==> src/hit_pkg.sv <==
// ----------------------------------------------------------------------------
// hit_pkg: shared types and constants of the homography inlier test
// Register indexes, reset values, stream packing and the sign flags of the
// projective denominator.
// ----------------------------------------------------------------------------
package hit_pkg;

	// register indexes of the configuration port
	localparam logic [2:0] HIT_REG_H00_H01 = 3'd0;
	localparam logic [2:0] HIT_REG_H02_H10 = 3'd1;
	localparam logic [2:0] HIT_REG_H11_H12 = 3'd2;
	localparam logic [2:0] HIT_REG_H20_H21 = 3'd3;
	localparam logic [2:0] HIT_REG_TOL_SQ  = 3'd4;

	localparam int HIT_IDX_BITS  = 3;
	localparam int HIT_CFG_BITS  = 64;
	localparam int HIT_HALF_BITS = 32;
	localparam int HIT_TOL_BITS  = 32;

	// register reset values: identity homography, tolerance 9.0 px^2
	localparam logic [63:0] HIT_RST_H00_H01 = 64'h0001_0000_0000_0000;
	localparam logic [63:0] HIT_RST_H02_H10 = 64'h0;
	localparam logic [63:0] HIT_RST_H11_H12 = 64'h0001_0000_0000_0000;
	localparam logic [63:0] HIT_RST_H20_H21 = 64'h0;
	localparam logic [31:0] HIT_RST_TOL_SQ  = 32'd2304;

	// h22 = 1.0 in Q15.16 times the Q12.4 scale of the homogeneous one
	localparam int HIT_ONE_TERM = 1 << 20;

	// limb width of the wide multipliers
	localparam int HIT_LIMB_BITS = 32;

	// stream packing
	localparam int HIT_FIELD_BITS   = 16;
	localparam int HIT_IN_BITS      = 80;
	localparam int HIT_OUT_BITS     = 24;
	localparam int HIT_IN_X_LSB     = 16;
	localparam int HIT_IN_Y_LSB     = 32;
	localparam int HIT_IN_QX_LSB    = 48;
	localparam int HIT_IN_QY_LSB    = 64;
	localparam int HIT_OUT_INL_BIT  = 16;
	localparam int HIT_OUT_PAD_BITS = 7;

	typedef struct packed {
		logic neg;
		logic zero;
	} hit_dflag_t;

endpackage

==> src/hit_wmul.sv <==
// ----------------------------------------------------------------------------
// hit_wmul: pipelined wide unsigned multiplier
// Registers the operands, forms one 32x32 limb product per stage and folds
// the products into an accumulator one stage behind; spare stages pass.
// ----------------------------------------------------------------------------
module hit_wmul #(
	parameter int WA  = 32,
	parameter int WB  = 32,
	parameter int LAT = 4
) (
	input  logic             clk,
	input  logic [LAT-1:0]   en,
	input  logic [WA-1:0]    a,
	input  logic [WB-1:0]    b,
	output logic [WA+WB-1:0] p
);

	localparam int LB = hit_pkg::HIT_LIMB_BITS;
	localparam int NA = (WA + LB - 1) / LB;
	localparam int NB = (WB + LB - 1) / LB;
	localparam int NP = NA * NB;
	localparam int WR = WA + WB;

	logic [NA*LB-1:0] a_s   [NP];
	logic [NB*LB-1:0] b_s   [NP];
	logic [2*LB-1:0]  pp_s  [NP];
	logic [WR-1:0]    term  [NP];
	logic [WR-1:0]    acc_s [LAT-2];

	for (genvar k = 0; k < NP; k++) begin : g_pp
		localparam int I  = k / NB;
		localparam int J  = k % NB;
		localparam int SH = LB * (I + J);

		logic [WR+2*LB-1:0] ext;

		// carry the operands to the stage that forms limb product k
		if (k == 0) begin : g_op0
			always_ff @(posedge clk) begin
				if (en[k]) begin
					a_s[k] <= (NA*LB)'(a);
					b_s[k] <= (NB*LB)'(b);
				end
			end
		end else begin : g_opn
			always_ff @(posedge clk) begin
				if (en[k]) begin
					a_s[k] <= a_s[k-1];
					b_s[k] <= b_s[k-1];
				end
			end
		end

		always_ff @(posedge clk) begin
			if (en[k+1]) pp_s[k] <= a_s[k][I*LB +: LB] * b_s[k][J*LB +: LB];
		end

		assign ext     = (WR+2*LB)'(pp_s[k]) << SH;
		assign term[k] = ext[WR-1:0];
	end

	for (genvar k = 0; k < LAT - 2; k++) begin : g_acc
		if (k == 0) begin : g_acc0
			always_ff @(posedge clk) begin
				if (en[k+2]) acc_s[k] <= term[k];
			end
		end else if (k < NP) begin : g_add
			always_ff @(posedge clk) begin
				if (en[k+2]) acc_s[k] <= acc_s[k-1] + term[k];
			end
		end else begin : g_pass
			always_ff @(posedge clk) begin
				if (en[k+2]) acc_s[k] <= acc_s[k-1];
			end
		end
	end

	assign p = acc_s[LAT-3];

endmodule

==> config.mk <==
export PLATFORM = sky130hd
export DESIGN_NAME = hit_wmul
export DESIGN_NICKNAME = d
export VERILOG_FILES = /design/src/hit_pkg.sv /design/src/hit_wmul.sv
export SDC_FILE = /design/constraint.sdc
export NUM_CORES = 2
export LEC_CHECK = 0
export BUFFER_PORTS_ARGS = -buffer_cell sky130_fd_sc_hd__buf_2
export CORE_UTILIZATION = 46
export DETAILED_ROUTE_END_ITERATION = 8
export GPL_TIMING_DRIVEN = 1
export MAX_ROUTING_LAYER = met4
export PLACE_DENSITY = 0.59
export SETUP_SLACK_MARGIN = 0.2
export SYNTH_ARGS = -nofsm -noshare
export SYNTH_HDL_FRONTEND = slang
export SYNTH_SLANG_ARGS = --single-unit
==> constraint.sdc <==
create_clock -name clk -period 8.6 [get_ports clk]
set_input_delay 0 -clock clk [delete_from_list [all_inputs] [get_ports clk]]
set_output_delay 0 -clock clk [all_outputs]
set_load 0.02 [all_outputs]
==> results by group <==
Timing
  – Number of slew-limit violations in the final report: 0
  – Fmax: about 0.12 GHz
  – Setup_tns: 0 ps
  – Worst max-slew margin expressed relative to the limit: between 30% and 40%
  – Final setup vio count: 0
  – Clock tree skew after final layout: between 30 and 40 ps
  – Fin. Hold Viols: 0
  – RSZ-0062 raised after global routing: false
  – Worst-margin pin slew: 1020 ps
  – Post-route minimum period: slightly above 8000 ps
  – Final cycle utilization of the critical path: 94.7%

CTS
  – Clock tree from TritonCTS: yes
  – Clk buf depth: 3
  – TritonCTS Buffers: 34
  – Clock sink total: ~260
  – Clock tree root driver cell: sky130_fd_sc_hd__clkbuf_16
  – H-Tree Level Count: 2
  – Clock transition at the register clock pins on the worst setup and hold paths after CTS: 60 ps
  – Clock latency of the later-clocked register in the worst-skew pair: approximately 600 ps

Setup path
  – Critical-path cell with the highest stage delay: sky130_fd_sc_hd__edfxtp_1
  – Worst r2r path cells: 22
  – Buffering stage count on the worst path with inverters included: 4
  – Reg-to-reg startpoint: a_s[0][20]
  – Required arrival time at the worst endpoint: around 9000 ps
  – Crit Reg-Reg Endpoint: pp_s[0][43]
  – Startpoint Class: register
  – Most used cell along the critical path: sky130_fd_sc_hd__fa_1
  – List of cells traversed by the critical path: buf_4 > and2_1 > fa_1 > inv_1 > fa_1 > fa_1 > fa_1 > inv_1 > fa_1 > fa_1 > fa_1 > fa_1 > ha_1 > and3_1 > nand2_1 > nor4_2 > buf_4 > a211oi_2 > o21ai_2 > a21o_1 > a21oi_1 > xnor2_1
  – CP Launch Point: a_s[0][20]
  – Worst endpoint data arrival time: 8480 ps
  – Cell type group with the largest total delay on the critical path: adder cells
  – Category of the worst setup path capture point: register
  – CP Capture Point: pp_s[0][43]
  – Worst R2R Setup Slack: 460 ps
  – Number of cells on the critical path: 22
  – Setup Crit Path Kind: register to register
  – Crit path largest cell delay: ~600 ps
  – CP max FO: 10

Yosys
  – Number of warnings printed during yosys synthesis: 0
  – Number of enable flip-flop cells after synthesis: around 260
  – Post-synthesis cell type count: ~70
  – Post-synthesis register bit count: 256
  – Summed instance area of the synthesized netlist: between 40000 and 50000 sq um
  – Mean Syn Cell Area: ~10 sq um
  – Post-Synthesis Net Count: ~5200
  – Share of the yosys chip area belonging to registers: 18.5%
  – Dominant register cell in the synthesized netlist: sky130_fd_sc_hd__edfxtp_1
  – Async SR Flop Fraction: 0%
  – Post-synthesis cell count: between 4000 and 5000

Hold path
  – Cell depth of the worst hold path: 2
  – Type of the worst min-delay path: input port to register

Run status
  – Run status: finished, final reports clean

GRT
  – Vias in the first global route: just under 30000
  – Global-route wire length before repair: roughly 170 mm
  – Pin count of the biggest net entering global routing: 65
  – Overflow left after global routing: 0
  – Overall global routing resource usage: between 20% and 30%
  – Antenna violations before repair: 1

Die
  – Overall die area: 91500 sq um
  – Die boundary width: a little over 300 microns
  – # rows: roughly 110
  – Die Height: 302 microns
  – Total I/O pin count: ~130
  – Starting density of the core: a little under half
  – Core outline area: 88900 sq um

Placement
  – Routability Congestion: 0.916
  – Post-DP HPWL: ~89 mm
  – Port Buffer Count: 132
  – Number of cells in the design after placement: around 5200
  – Placed Instance Area: approximately 44000 sq um

Route
  – Length of the first detailed-routing pass in iterations: 6
  – DR vias: between 20000 and 30000
  – Via-to-Cell Ratio: roughly 5
  – Violation count after the first detailed-routing iteration: between 1500 and 2000
  – Post-detailed-route wirelength per cell: approximately 21 microns
  – DRC viols: 0
  – Total length of routed wires: 110 mm
  – Antenna viol nets, final: 0

Final layout
  – End-of-flow core utilization: between 50 and 60%
  – Syn-to-layout area delta: 10.7%
  – Share of post-route cells with drive strength above 1: approximately 9.8%
  – Total Nets Final: between 5000 and 6000
  – Final Non-Filler Cells: approximately 5400
  – Post-route standard cell area excluding fillers: around 46000 sq um

Flow run
  – Number of max-capacitance violations reported: 0
[synth_stat cells (all sizes together), types with 9 or more instances]
| cell type | count | area share, % |
|---|---|---|
| xnor2 | 42 | 0.89 |
| o21ai | 44 | 0.54 |
| inv | 862 | 7.8 |
| nand3 | 9 | 0.11 |
| edfxtp | 256 | 19 |
| o21bai | 10 | 0.18 |
| a21o | 28 | 0.51 |
| buf | 73 | 1.3 |
| xor2 | 21 | 0.44 |
| ha | 263 | 7.9 |
| fa | 896 | 43 |
| and2 | 598 | 9.0 |
| clkbuf | 208 | 1.9 |
| a21oi | 73 | 0.92 |
| nand2 | 491 | 4.4 |
| nand4 | 20 | 0.32 |
| nor2 | 33 | 0.30 |
[worst min-delay path by stage]
stage	start	endpoint	slack [ps]
floorplan	a[0]	a_s[0][0]	100
detailed placement	a[25]	a_s[0][25]	180
finish	b[28]	b_s[0][28]	100
global placement	a[31]	a_s[0][31]	180
CTS	b[28]	b_s[0][28]	40
global route	b[28]	b_s[0][28]	80
[flip-flops by register name, indices dropped and copies added (netlist names)]
name / cells
a_s: 32
acc_s: 128
pp_s: 64
b_s: 32
[cell families (layout without fill, tap and decap cells)]
| kind of cell | after synthesis | count (layout) | synth area share [%] |
|---|---|---|---|
| fa+ha+maj | 1159 | 1159 | 51.1 |
| flops | 256 | 256 | 18.5 |
| other cells | 0 | 1 | 0 |
| mux | 1 | 1 | 0.0241 |
| buf+inv | 1143 | 1321 | 11.0 |
| xor+xnor | 63 | 63 | 1.33 |
| compound gates | 203 | 203 | 3.25 |
| simple gates | 1191 | 1191 | 14.8 |
[metal layers]
metal	wire (microns)	global-route usage (%)	up-vias
met2	54700	42.4	669
met1	46400	33.3	14300
met5	0	-	-
met3	5470	3.04	148
li1	-	-	12200
met4	3260	7.29	0
[worst register-to-register path: stages (launching register included)]
cell	delay [ps]
sky130_fd_sc_hd__edfxtp_1	610
sky130_fd_sc_hd__buf_4	290
sky130_fd_sc_hd__and2_1	200
sky130_fd_sc_hd__fa_1	550
sky130_fd_sc_hd__inv_1	50
sky130_fd_sc_hd__fa_1	380
sky130_fd_sc_hd__fa_1	560
sky130_fd_sc_hd__fa_1	600
sky130_fd_sc_hd__inv_1	60
sky130_fd_sc_hd__fa_1	490
sky130_fd_sc_hd__fa_1	570
sky130_fd_sc_hd__fa_1	440
sky130_fd_sc_hd__fa_1	540
sky130_fd_sc_hd__ha_1	500
sky130_fd_sc_hd__and3_1	280
sky130_fd_sc_hd__nand2_1	200
sky130_fd_sc_hd__nor4_2	390
sky130_fd_sc_hd__buf_4	200
sky130_fd_sc_hd__a211oi_2	100
sky130_fd_sc_hd__o21ai_2	260
sky130_fd_sc_hd__a21o_1	190
sky130_fd_sc_hd__a21oi_1	90
sky130_fd_sc_hd__xnor2_1	360
[final cells by class]
| type | instances | area, sq um |
|---|---|---|
| Antenna cell | 1 | 2.50 |
| Clock buffer | 38 | 866 |
| Clock inverter | 22 | 270 |
| Fill cell | 8073 | 42900 |
| Inverter | 862 | 3240 |
| Multi-Input combinational cell | 2617 | 29300 |
| Sequential cell | 256 | 7690 |
| Tap cell | 1165 | 1460 |
| Timing Repair Buffer | 399 | 3170 |
[metrics by stage]
step	hold WS, ps	setup slack (ps)
after floorplan	98.9	1330
after global placement	176	350
after detailed placement	178	256
after CTS	41.6	202
after global routing	79.0	195
final	104	460
[timing repair]
action                                 CTS  global route
setup endpoints to repair                0            11
endpoints found under the hold margin   77             0
hold buffers                            65             0
buffers inserted                         0            62
gates resized for setup                  0             2
[cell usage in the layout (no fill, tap or decap), types with 5 or more instances in the layout]
cell and n:
sky130_fd_sc_hd__nand4_1 19, sky130_fd_sc_hd__xnor2_1 42, sky130_fd_sc_hd__xor2_1 21, sky130_fd_sc_hd__and3_1 7, sky130_fd_sc_hd__clkinv_2 5, sky130_fd_sc_hd__buf_2 131
sky130_fd_sc_hd__and2_1 598, sky130_fd_sc_hd__o21bai_1 10, sky130_fd_sc_hd__buf_4 172, sky130_fd_sc_hd__buf_12 25, sky130_fd_sc_hd__nor4_1 5, sky130_fd_sc_hd__o21a_1 8
sky130_fd_sc_hd__nor2_1 33, sky130_fd_sc_hd__dlygate4sd3_1 65, sky130_fd_sc_hd__nor3_1 7, sky130_fd_sc_hd__edfxtp_1 256, sky130_fd_sc_hd__o21ai_0 41, sky130_fd_sc_hd__buf_6 6
sky130_fd_sc_hd__a21oi_1 69, sky130_fd_sc_hd__ha_1 263, sky130_fd_sc_hd__nand2_1 491, sky130_fd_sc_hd__fa_1 896, sky130_fd_sc_hd__clkbuf_16 34, sky130_fd_sc_hd__a21o_1 27
sky130_fd_sc_hd__inv_1 862, sky130_fd_sc_hd__nand3_1 9
Power is left out: the tool's default activity adds up to more than one toggle a clock period on the data nets, which glitch-free logic cannot reach.
